`config.mk`:
```
export PLATFORM = sky130hd
export DESIGN_NAME = ook_pulse_width_transmitter
export DESIGN_NICKNAME = d
export VERILOG_FILES = /design/src/rtl/core/ookpwt_pkg.sv /design/src/rtl/core/ook_pulse_width_transmitter.sv
export SDC_FILE = /design/constraint.sdc
export NUM_CORES = 1
export LEC_CHECK = 0
export BUFFER_PORTS_ARGS = -buffer_cell sky130_fd_sc_hd__buf_2
export CAP_MARGIN = 20
export CORE_MARGIN = 3
export CORE_UTILIZATION = 59
export CTS_CLUSTER_DIAMETER = 80
export CTS_CLUSTER_SIZE = 25
export DETAILED_ROUTE_END_ITERATION = 16
export GPL_TIMING_DRIVEN = 1
export PLACE_DENSITY = 0.8
export SYNTH_ARGS = -nofsm -noshare
export SYNTH_HDL_FRONTEND = slang
export SYNTH_SLANG_ARGS = --single-unit
```
`constraint.sdc`:
```
create_clock -name i_clk -period 8.4 [get_ports i_clk]
set_input_delay 0.84 -clock i_clk [delete_from_list [all_inputs] [get_ports i_clk]]
set_output_delay 0.84 -clock i_clk [all_outputs]
set_load 0.03 [all_outputs]
```
`src/rtl/core/ookpwt_pkg.sv`:
```
package ookpwt_pkg;

    typedef struct packed {
        logic       start_req;
        logic [3:0] command;
    } t_in;

    typedef struct packed {
        logic pin_level;
        logic busy_res;
        logic rejected;
        logic frame_done;
    } t_out;

    localparam int UNIT_TICKS_W   = 24;
    localparam int REPEAT_COUNT_W = 4;
    localparam int CFG_DATA_W     = 24;
    localparam int CFG_INDEX_W    = 1;
    localparam int COMMAND_W      = 4;
    localparam int ROM_BITS       = 64;
    localparam int ROM_ROWS       = 16;
    localparam int ROM_POS_W      = 6;
    localparam int UNITS_W        = 5;

    localparam logic [CFG_INDEX_W-1:0] CFG_UNIT_TICKS   = 1'd0;
    localparam logic [CFG_INDEX_W-1:0] CFG_REPEAT_COUNT = 1'd1;

    localparam logic [UNIT_TICKS_W-1:0]   UNIT_TICKS_RESET   = 24'd235000;
    localparam logic [REPEAT_COUNT_W-1:0] REPEAT_COUNT_RESET = 4'd8;

    localparam logic [2:0] PH_IDLE      = 3'd0;
    localparam logic [2:0] PH_BIT_HIGH  = 3'd1;
    localparam logic [2:0] PH_BIT_LOW   = 3'd2;
    localparam logic [2:0] PH_SYNC_HIGH = 3'd3;
    localparam logic [2:0] PH_SYNC_LOW  = 3'd4;

    localparam logic [UNITS_W-1:0] UNITS_SHORT    = 5'd1;
    localparam logic [UNITS_W-1:0] UNITS_LONG     = 5'd3;
    localparam logic [UNITS_W-1:0] SYNC_LOW_UNITS = 5'd29;

    localparam logic [19:0] PACKET_PREFIX = 20'b01110010011111100000;

    typedef logic [0:ROM_BITS-1] t_packet;

    // Bit 0 of each packet is its leftmost literal bit.
    localparam t_packet PACKET_ROM [ROM_ROWS] = '{
        {PACKET_PREFIX, 14'b11110011110100, 30'd0},
        {PACKET_PREFIX, 14'b11100011110000, 30'd0},
        {PACKET_PREFIX, 14'b11010011111000, 30'd0},
        {PACKET_PREFIX, 14'b11000011111100, 30'd0},
        {PACKET_PREFIX, 14'b10110011100100, 30'd0},
        {PACKET_PREFIX, 14'b10100011100000, 30'd0},
        {PACKET_PREFIX, 14'b01110011010100, 30'd0},
        {PACKET_PREFIX, 14'b01100011010000, 30'd0},
        {PACKET_PREFIX, 14'b01000011011100, 30'd0},
        {PACKET_PREFIX, 14'b10000011101100, 30'd0},
        64'd0, 64'd0, 64'd0, 64'd0, 64'd0, 64'd0
    };

    function automatic logic packet_bit(input logic [COMMAND_W-1:0] cmd,
                                        input logic [ROM_POS_W-1:0] pos);
        t_packet row;
        row = PACKET_ROM[cmd];
        return row[pos];
    endfunction

endpackage

```
`src/rtl/core/ook_pulse_width_transmitter.sv`:
```
// On-off-keyed pulse-width transmitter. Every accepted input transaction is one
// tick of the pulse timer and produces exactly one output transaction through a
// register, so the block sustains one transaction per clock; it stalls its input
// only while a finished result is held by a stalled output. A start request
// with a command below COMMAND_COUNT sends that command's PACKET_BITS-bit
// packet repeat_count times, each frame followed by a one-tick sync pulse and
// 29 low units. A 0 bit is 1 unit high and 3 low, a 1 bit is 3 high and 1 low,
// and a unit lasts unit_ticks accepted ticks. Starts while busy or with an
// unknown command are ignored and flagged in rejected. Registers should be
// written while the transmitter is idle.
module ook_pulse_width_transmitter #(
    parameter int PACKET_BITS   = 34,
    parameter int COMMAND_COUNT = 10
) (
    input  logic                                   i_clk,
    input  logic                                   i_rst_n,
    input  logic                                   i_cfg_we,
    input  logic [ookpwt_pkg::CFG_INDEX_W-1:0]     i_cfg_index,
    input  logic [ookpwt_pkg::CFG_DATA_W-1:0]      i_cfg_data,
    input  logic                                   i_in_valid,
    output logic                                   o_in_stall,
    input  ookpwt_pkg::t_in                        i_in_data,
    output logic                                   o_out_valid,
    input  logic                                   i_out_stall,
    output ookpwt_pkg::t_out                       o_out_data
);

    localparam int BPW = (PACKET_BITS > 1) ? $clog2(PACKET_BITS) : 1;
    localparam logic [BPW:0] BIT_COUNT = (BPW+1)'(PACKET_BITS);
    localparam logic [ookpwt_pkg::COMMAND_W:0] CMD_LIMIT =
        (ookpwt_pkg::COMMAND_W+1)'(COMMAND_COUNT);

    logic [ookpwt_pkg::UNIT_TICKS_W-1:0]   r_unit_ticks;
    logic [ookpwt_pkg::REPEAT_COUNT_W-1:0] r_repeat_count;

    logic [2:0]                             r_phase, n_phase;
    logic [ookpwt_pkg::UNIT_TICKS_W-1:0]   r_unit_counter, n_unit_counter;
    logic [ookpwt_pkg::UNITS_W-1:0]        r_units_left, n_units_left;
    logic [BPW-1:0]                         r_bit_position, n_bit_position;
    logic [ookpwt_pkg::REPEAT_COUNT_W-1:0] r_repeats_done, n_repeats_done;
    logic [ookpwt_pkg::COMMAND_W-1:0]      r_active_command, n_active_command;

    logic                                   r_out_valid, n_out_valid;
    ookpwt_pkg::t_out                       r_out, n_out;

    logic                                   in_accept;
    logic                                   cmd_ok;
    logic [ookpwt_pkg::UNIT_TICKS_W-1:0]   ticks;
    logic [ookpwt_pkg::REPEAT_COUNT_W-1:0] reps;

    assign o_in_stall  = r_out_valid && i_out_stall;
    assign in_accept   = i_in_valid && !o_in_stall;
    assign o_out_valid = r_out_valid;
    assign o_out_data  = r_out;

    assign cmd_ok = {1'b0, i_in_data.command} < CMD_LIMIT;
    assign ticks  = (r_unit_ticks == '0) ? ookpwt_pkg::UNIT_TICKS_W'(1) : r_unit_ticks;
    assign reps   = (r_repeat_count == '0) ? ookpwt_pkg::REPEAT_COUNT_W'(1) : r_repeat_count;

    always_comb begin : step
        logic [2:0]                             ph;
        logic [ookpwt_pkg::UNIT_TICKS_W-1:0]   uc;
        logic [ookpwt_pkg::UNITS_W-1:0]        ul;
        logic [BPW-1:0]                         bp;
        logic [ookpwt_pkg::REPEAT_COUNT_W-1:0] rd;
        logic [ookpwt_pkg::COMMAND_W-1:0]      ac;
        ookpwt_pkg::t_out                       res;

        ph  = r_phase;
        uc  = r_unit_counter;
        ul  = r_units_left;
        bp  = r_bit_position;
        rd  = r_repeats_done;
        ac  = r_active_command;
        res = '0;

        res.rejected = i_in_data.start_req && !(r_phase == ookpwt_pkg::PH_IDLE && cmd_ok);

        if (r_phase == ookpwt_pkg::PH_IDLE && i_in_data.start_req && cmd_ok) begin
            ph = ookpwt_pkg::PH_BIT_HIGH;
            uc = '0;
            bp = '0;
            rd = '0;
            ac = i_in_data.command;
            ul = ookpwt_pkg::packet_bit(ac, '0) ? ookpwt_pkg::UNITS_LONG
                                                 : ookpwt_pkg::UNITS_SHORT;
        end

        if (ph != ookpwt_pkg::PH_IDLE) begin
            res.busy_res  = 1'b1;
            res.pin_level = (ph == ookpwt_pkg::PH_BIT_HIGH) || (ph == ookpwt_pkg::PH_SYNC_HIGH);
            if (ph == ookpwt_pkg::PH_SYNC_HIGH) begin
                ph = ookpwt_pkg::PH_SYNC_LOW;
                uc = '0;
                ul = ookpwt_pkg::SYNC_LOW_UNITS;
            end else if (({1'b0, uc} + 25'd1) < {1'b0, ticks}) begin
                uc = uc + 24'd1;
            end else begin
                uc = '0;
                if (ul > ookpwt_pkg::UNITS_SHORT) begin
                    ul = ul - ookpwt_pkg::UNITS_SHORT;
                end else begin
                    ul = '0;
                    case (ph)
                        ookpwt_pkg::PH_BIT_HIGH: begin
                            ph = ookpwt_pkg::PH_BIT_LOW;
                            ul = ookpwt_pkg::packet_bit(ac, ookpwt_pkg::ROM_POS_W'(bp))
                                 ? ookpwt_pkg::UNITS_SHORT : ookpwt_pkg::UNITS_LONG;
                        end
                        ookpwt_pkg::PH_BIT_LOW: begin
                            if (({1'b0, bp} + (BPW+1)'(1)) >= BIT_COUNT) begin
                                bp = '0;
                                ph = ookpwt_pkg::PH_SYNC_HIGH;
                            end else begin
                                bp = bp + BPW'(1);
                                ph = ookpwt_pkg::PH_BIT_HIGH;
                                ul = ookpwt_pkg::packet_bit(ac, ookpwt_pkg::ROM_POS_W'(bp))
                                     ? ookpwt_pkg::UNITS_LONG : ookpwt_pkg::UNITS_SHORT;
                            end
                        end
                        ookpwt_pkg::PH_SYNC_LOW: begin
                            rd = rd + ookpwt_pkg::REPEAT_COUNT_W'(1);
                            bp = '0;
                            if (rd == '0 || rd >= reps) begin
                                ph = ookpwt_pkg::PH_IDLE;
                                rd = '0;
                                res.frame_done = 1'b1;
                            end else begin
                                ph = ookpwt_pkg::PH_BIT_HIGH;
                                ul = ookpwt_pkg::packet_bit(ac, '0)
                                     ? ookpwt_pkg::UNITS_LONG : ookpwt_pkg::UNITS_SHORT;
                            end
                        end
                        default: begin
                        end
                    endcase
                end
            end
        end

        n_phase          = r_phase;
        n_unit_counter   = r_unit_counter;
        n_units_left     = r_units_left;
        n_bit_position   = r_bit_position;
        n_repeats_done   = r_repeats_done;
        n_active_command = r_active_command;
        n_out            = r_out;
        n_out_valid      = r_out_valid && i_out_stall;
        if (in_accept) begin
            n_phase          = ph;
            n_unit_counter   = uc;
            n_units_left     = ul;
            n_bit_position   = bp;
            n_repeats_done   = rd;
            n_active_command = ac;
            n_out            = res;
            n_out_valid      = 1'b1;
        end
    end

    always_ff @(posedge i_clk) begin
        if (!i_rst_n) begin
            r_unit_ticks     <= ookpwt_pkg::UNIT_TICKS_RESET;
            r_repeat_count   <= ookpwt_pkg::REPEAT_COUNT_RESET;
            r_phase          <= ookpwt_pkg::PH_IDLE;
            r_unit_counter   <= '0;
            r_units_left     <= '0;
            r_bit_position   <= '0;
            r_repeats_done   <= '0;
            r_active_command <= '0;
            r_out_valid      <= 1'b0;
        end else begin
            if (i_cfg_we && i_cfg_index == ookpwt_pkg::CFG_UNIT_TICKS) begin
                r_unit_ticks <= i_cfg_data;
            end
            if (i_cfg_we && i_cfg_index == ookpwt_pkg::CFG_REPEAT_COUNT) begin
                r_repeat_count <= i_cfg_data[ookpwt_pkg::REPEAT_COUNT_W-1:0];
            end
            r_phase          <= n_phase;
            r_unit_counter   <= n_unit_counter;
            r_units_left     <= n_units_left;
            r_bit_position   <= n_bit_position;
            r_repeats_done   <= n_repeats_done;
            r_active_command <= n_active_command;
            r_out_valid      <= n_out_valid;
        end
    end

    always_ff @(posedge i_clk) begin
        r_out <= n_out;
    end

    a_done_while_busy: assert property (@(posedge i_clk) disable iff (!i_rst_n)
        r_out_valid && r_out.frame_done |-> r_out.busy_res)
        else $error("frame_done reported outside a transmission");

    a_idle_counters_clear: assert property (@(posedge i_clk) disable iff (!i_rst_n)
        r_phase == ookpwt_pkg::PH_IDLE |->
            r_unit_counter == '0 && r_units_left == '0 && r_bit_position == '0 &&
            r_repeats_done == '0)
        else $error("timing counters not cleared while idle");

    a_start_leaves_idle: assert property (@(posedge i_clk) disable iff (!i_rst_n)
        in_accept && r_phase == ookpwt_pkg::PH_IDLE && i_in_data.start_req && cmd_ok
            |=> r_phase != ookpwt_pkg::PH_IDLE && r_out.busy_res && r_out.pin_level)
        else $error("accepted start did not begin a transmission");

endmodule
```
==> qor.csv, run 1 <==
stage,metric,value,unit
setup_path,cp-end-kind,flip-flop,
clock_network,cts_resized,0,
yosys,synth_edf_count,4,
sta,fin_crit_sh,64.5,%
setup_path,crit_path_max_incr_delay,0.71,ns
yosys,yosysSeqAreaShare,30.6,%
clock_network,post-cts-setup-buffers,0,
sta,grt_setup_unrepaired,false,
setup_path,crit_cells,19,
layout,area_growth,7.72,%
sta,fmaxAchievable,185,MHz
sta,clock_skew,0.0160,ns
drt,vias_per_cell,6.08,
drt,dr_total_vias,4961,
drt,antenna_left,0,
global_routing,antenna_found_initial,0,
setup_path,cp.buffers_inverters,1,
placed_design,place_congestion,0.871,
global_routing,grt_overflow,0,
setup_path,critical_path_peak_fanout,21,
sta,fin_ws,2.98,ns
die,die-area,0.0102,mm2
clock_network,hold_buffers,0,
min_path,whs_path_depth,2,
sta,finalCriticalPeriod,5.42,ns
layout,final_common_cell,nand2_1,
yosys,netlist_area,0.00530,mm2
die,die_h,101,um
placed_design,place_area,0.00550,mm2
setup_path,crit_path_start_kind,flip-flop,
setup_path,reg2reg_slack,2.98,ns
yosys,async_flop_share,0,%
clock_network,clk_latency,0.36,ns
drt,routed-wl-met2,5780,um
setup_path,required,8.70,ns
pwr,power_density,139,mW/mm2
die,start_util,62.6,%
setup_path,crit_slowest_cell,and3_1,
yosys,synth_cells,689,
global_routing,grt_pass1_vias,4554,
die,ios,41,
sta,slew_viol_final,0,
clock_network,cts_buffers,9,
setup_path,arrival,5.72,ns
layout,drive_gt1_share,11.3,%
clock_network,clk_pin_slew,0.09,ns
drt,wl_met1,6120,um
drt,route.met3.wl,754,um
drt,drtIter0Drc,409,
setup_path,critical_path_class,flip-flop to flip-flop,
die,core-area,0.00846,mm2
sta,worst_pin_slew,0.797,ns
placed_design,numPortBuffers,40,
min_path,hold_path.class,flip-flop to flip-flop,
sta,finalHoldViolCount,0,
clock_network,cts_tree,built,
setup_path,r2r_cells,19,
pwr,leakage,2.35,nW
layout,final_cell_area,0.00571,mm2
global_routing,grt_pass1_wl,21900,um
placed_design,dp_slack,2.84,ns
layout,final_cells,816,
yosys,ys.flop_type,dfxtp_1,
yosys,postSynthNetCount,757,
sta,finalSetupViolCount,0,
placed_design,dp_hpwl,9230,um
drt,first_pass_iters,5,
clock_network,cts-root-buf,clkbuf_8,
sta,slew_headroom,46.8,%
layout,fin_nets,774,
yosys,ys_seq_elements,79,
drt,wl,12800,um
setup_path,worstPathCellList,or4b_4 -> or2_1 -> and2_4 -> ha_1 -> and4_1 -> inv_1 -> nor4_4 -> nand3_1 -> xor2_1 -> nor2_1 -> ha_1 -> a21oi_1 -> o21ai_0 -> a2111oi_0 -> nand3_1 -> o211ai_2 -> and3_1 -> a22oi_1 -> nor2b_1,
layout,layout_common_cells,"115 x nand2_1, 75 x dfxtp_1, 58 x nor2_1",
sta,fin_tns_setup,0,ns
clock_network,clockBufferDepth,2,
sta,hold_ws,0.470,ns
drt,drc,0,
global_routing,grt_util_all_layers,26.3,%
pwr,ir_worst_vdd,109,uV
placed_design,dpl.cell_count,799,
drt,wl_per_cell,15.7,um
yosys,syn_area_per_cell,7.69,um2
yosys,yosysUniqueCellTypes,74,
clock_network,numClockSinks,79,
run_status,status,"finished, final reports clean",
job,maxCapViolations,0,
setup_path,crit_family,simple AND/OR/NAND/NOR gates,
layout,diodes,0,
die,die_w,101,um
drt,highest_layer,met4,
die,rows,33,
yosys,yosysWarnings,0,
global_routing,grt_max_degree,79,
clock_network,htreeDepth,3,
## logic make-up (layout without fill, tap and decap cells)
family                   count (synthesis)  count (layout)  synth area share (%)
AO/OA/AOI/OAI                          174             174                  23.6
XOR/XNOR                                30              30                  4.96
adder cells (fa/ha/maj)                 33              33                  7.79
buffers and inverters                   77              99                  5.86
flip-flops                              79              79                  30.6
AND/OR/NAND/NOR                        296             296                  27.2
## worst min-delay path, delay by kind of cell, from the launching register on
| family | cells | cell delay [ns] |
|---|---|---|
| flip-flops | 1 | 0.31 |
| AO/OA/AOI/OAI | 1 | 0.06 |
| AND/OR/NAND/NOR | 1 | 0.05 |
## synthesized netlist by cell type (all sizes together), types with 9 or more instances
master,number,area (um2)
nor3,12,60.1
xnor2,11,96.3
a21oi,28,159
nor2,59,229
dfxtp,75,1500
nand3,34,170
buf,12,66.3
a21boi,30,233
and3,9,56.3
xor2,19,166
a22oi,16,120
nor2b,22,138
a21o,9,67.6
ha,33,413
o211ai,13,103
clkbuf,27,101
a31oi,10,62.6
o21ai,28,140
nand2,115,432
inv,38,143
nand4,9,71.3
## per-layer routing
metal / vias to the layer above / track usage (%)
li1: 2465 / -
met1: 2306 / 38.2
met2: 172 / 40.4
met3: 18 / 4.78
met4: 0 / 6.53
met5: - / 0
## power by group
group,switching [mW],internal [mW],leakage [nW]
Clock,0.139,0.146,0.0997
Sequential,0.0102,0.389,0.650
Combinational,0.0679,0.0399,1.60
## per-stage QoR
| stage | power (mW) | utilization (%) |
|---|---|---|
| after detailed placement | 0.513 | 64.9 |
| after global placement | 0.509 | 64.9 |
| after CTS | 0.796 | 67.3 |
| final | 0.792 | 67.4 |
| after global routing | 0.830 | 67.4 |
| after floorplan | 0.482 | - |
## final timing paths
| kind | startpoint | endpoint |
|---|---|---|
| max | r_phase[2] | r_unit_counter[18] |
| min | r_repeat_count[0] | r_repeat_count[0] |
| max reg2reg | r_phase[2] | r_unit_counter[18] |
| min reg2reg | r_repeat_count[0] | r_repeat_count[0] |
## flip-flops by register name, summed over array words and instances (netlist names)
name	flops
o_out_data	4
r_active_command	4
r_bit_position	6
r_phase	3
r_repeat_count	4
o_out_valid	1
r_unit_ticks	24
r_unit_counter	24
r_units_left	5
r_repeats_done	4
## final cells by class
| class | count | area [um2] |
|---|---|---|
| tap | 105 | 131 |
| clock buffer | 11 | 141 |
| timing repair buffer | 45 | 245 |
| clock inverter | 5 | 56.3 |
| fill | 745 | 2760 |
| multi-input combinational | 533 | 3370 |
| inverter | 38 | 143 |
| sequential | 79 | 1620 |
No activity file was read; power rests on OpenSTA's default activity.
==> inputs of run 2 (changes only) <==
==> constraint.sdc (replaced) <==
create_clock -name i_clk -period 5.3 [get_ports i_clk]
set_input_delay 0.53 -clock i_clk [delete_from_list [all_inputs] [get_ports i_clk]]
set_output_delay 0.53 -clock i_clk [all_outputs]
set_load 0.03 [all_outputs]
==> run 2 against run 1 <==
Sequential share of layout area is 0.081 points lower. Largest cell class unchanged. Largest power group unchanged. Combinational power is 60% higher. Flip-flop and latch count stayed put. Critical endpoint is now r_units_left[4]. Cell area is 0.29% higher. Critical path type unchanged. Fmax is 13% higher.
==> qor.csv, run 2 (synthesized netlist as in run 1, its figures left out) <==
stage,metric,value,unit
layout,diodes,0,
clock_network,numClockSinks,79,
clock_network,cts_buffers,9,
sta,fmaxAchievable,209,MHz
clock_network,clockBufferDepth,2,
drt,antenna_left,0,
sta,finalSetupViolCount,0,
global_routing,grt_overflow,0,
sta,grt_setup_unrepaired,false,
placed_design,numPortBuffers,40,
setup_path,critical_path_peak_fanout,8,
clock_network,cts_resized,0,
layout,drive_gt1_share,11.9,%
sta,fin_crit_sh,90.2,%
die,ios,41,
drt,drc,0,
global_routing,grt_util_all_layers,26.3,%
run_status,status,"finished, final reports clean",
clock_network,htreeDepth,3,
pwr,leakage,2.36,nW
layout,largestRegisters,"r_unit_counter (24), r_unit_ticks (24), r_bit_position (6)",
layout,fillers,693,
drt,wl_per_cell,15.8,um
setup_path,arrival,5.03,ns
layout,area_growth,8.03,%
layout,fin_nets,779,
pwr,ir_worst_vdd,142,uV
sta,slew_viol_final,0,
drt,first_pass_iters,6,
drt,vias_per_cell,6.15,
sta,finalHoldViolCount,0,
clock_network,cts-root-buf,clkbuf_8,
die,rows,33,
global_routing,grt_max_degree,79,
die,die_h,101,um
drt,drtIter0Drc,426,
setup_path,cp-end-kind,flip-flop,
placed_design,place_congestion,0.855,
drt,wl,13000,um
clock_network,clk_pin_slew,0.09,ns
global_routing,grt_pass1_vias,4685,
layout,final_common_cell,nand2_1,
die,start_util,62.6,%
clock_network,hold_buffers,0,
clock_network,cts_tree,built,
layout,layout_common_cells,"115 x nand2_1, 75 x dfxtp_1, 58 x nor2_1",
setup_path,required,5.55,ns
global_routing,grt_pass1_wl,22000,um
drt,dr_total_vias,5051,
placed_design,dp_slack,0.216,ns
sta,worst_pin_slew,0.711,ns
die,die-area,0.0102,mm2
pwr,power_density,213,mW/mm2
clock_network,clk_latency,0.35,ns
die,die_w,101,um
sta,slew_headroom,52.6,%
sta,fin_ws,0.519,ns
die,core-area,0.00846,mm2
sta,clock_skew,0.0140,ns
sta,finalCriticalPeriod,4.78,ns
placed_design,dp_hpwl,9370,um
global_routing,antenna_found_initial,0,
setup_path,crit_path_start_kind,flip-flop,
setup_path,critical_path_class,flip-flop to flip-flop,
job,maxCapViolations,0,
min_path,hold_path.class,input pin to flip-flop,
sta,fin_tns_setup,0,ns
clock_network,post-cts-setup-buffers,0,
## run 2: layout make-up
type / count / area (um2) / share of cell area [%]
clock buffers: 11 / 141 / 2.47
clock inverters: 5 / 35.0 / 0.612
inverters: 38 / 143 / 2.49
multi-input cells: 533 / 3370 / 58.9
flip-flops and latches: 79 / 1620 / 28.3
well taps: 105 / 131 / 2.30
repair buffers: 50 / 283 / 4.94
## run 2: report_power, final
group	internal, mW	switching (mW)	leakage, nW	total, mW
combinational	0.0648	0.108	1.63	0.173
sequential	0.617	0.0150	0.650	0.632
clock	0.183	0.229	0.0893	0.412
total	0.865	0.352	2.36	1.22
## run 2: worst max-delay path, stage by stage (launching register included)
cell and delay (ns):
dfxtp_1 0.32, or4b_4 0.58, or2_1 0.37, and2_1 0.22, ha_1 0.23, and4_1 0.26, inv_1 0.13, nor4_4 0.08
nand3_1 0.12, xor2_1 0.15, nor2_1 0.07, ha_1 0.32, a21oi_1 0.14, o21ai_0 0.13, a2111oi_0 0.37, nand3_1 0.15
o211ai_2 0.30, nand2_1 0.25, a32o_1 0.30, a41o_1 0.19
## run 2: worst paths after layout
kind | from | to | slack, ns | depth (start not counted)
max reg2reg | r_phase[0] | r_units_left[4] | 0.52 | 19
min reg2reg | r_repeat_count[1] | r_repeat_count[1] | 0.47 | 2
max | r_phase[0] | r_units_left[4] | 0.52 | 19
min | i_in_valid | o_out_valid | 0.39 | 2
## run 2: routing by layer
layer	global-route usage, %	up-vias	share of wire (%)
met3	4.22	28	6.3
li1	-	2482	-
met5	0	-	0
met4	7.46	0	1.6
met1	37.4	2352	47
met2	41.1	189	45
## run 2: metrics by stage
| step | instance area, um2 | std cells | utilization (%) | hold WS [ns] | power [mW] |
|---|---|---|---|---|---|
| detailed placement | 5530 | 804 | 65.4 | 0.460 | 0.815 |
| CTS | 5710 | 820 | 67.5 | 0.381 | 1.22 |
| global placement | 5530 | 804 | 65.4 | 0.457 | 0.809 |
| finish | 5720 | 821 | 67.6 | 0.388 | 1.22 |
| floorplan | 5300 | 689 | - | 0.441 | 0.764 |
| global route | 5720 | 821 | 67.6 | 0.400 | 1.27 |
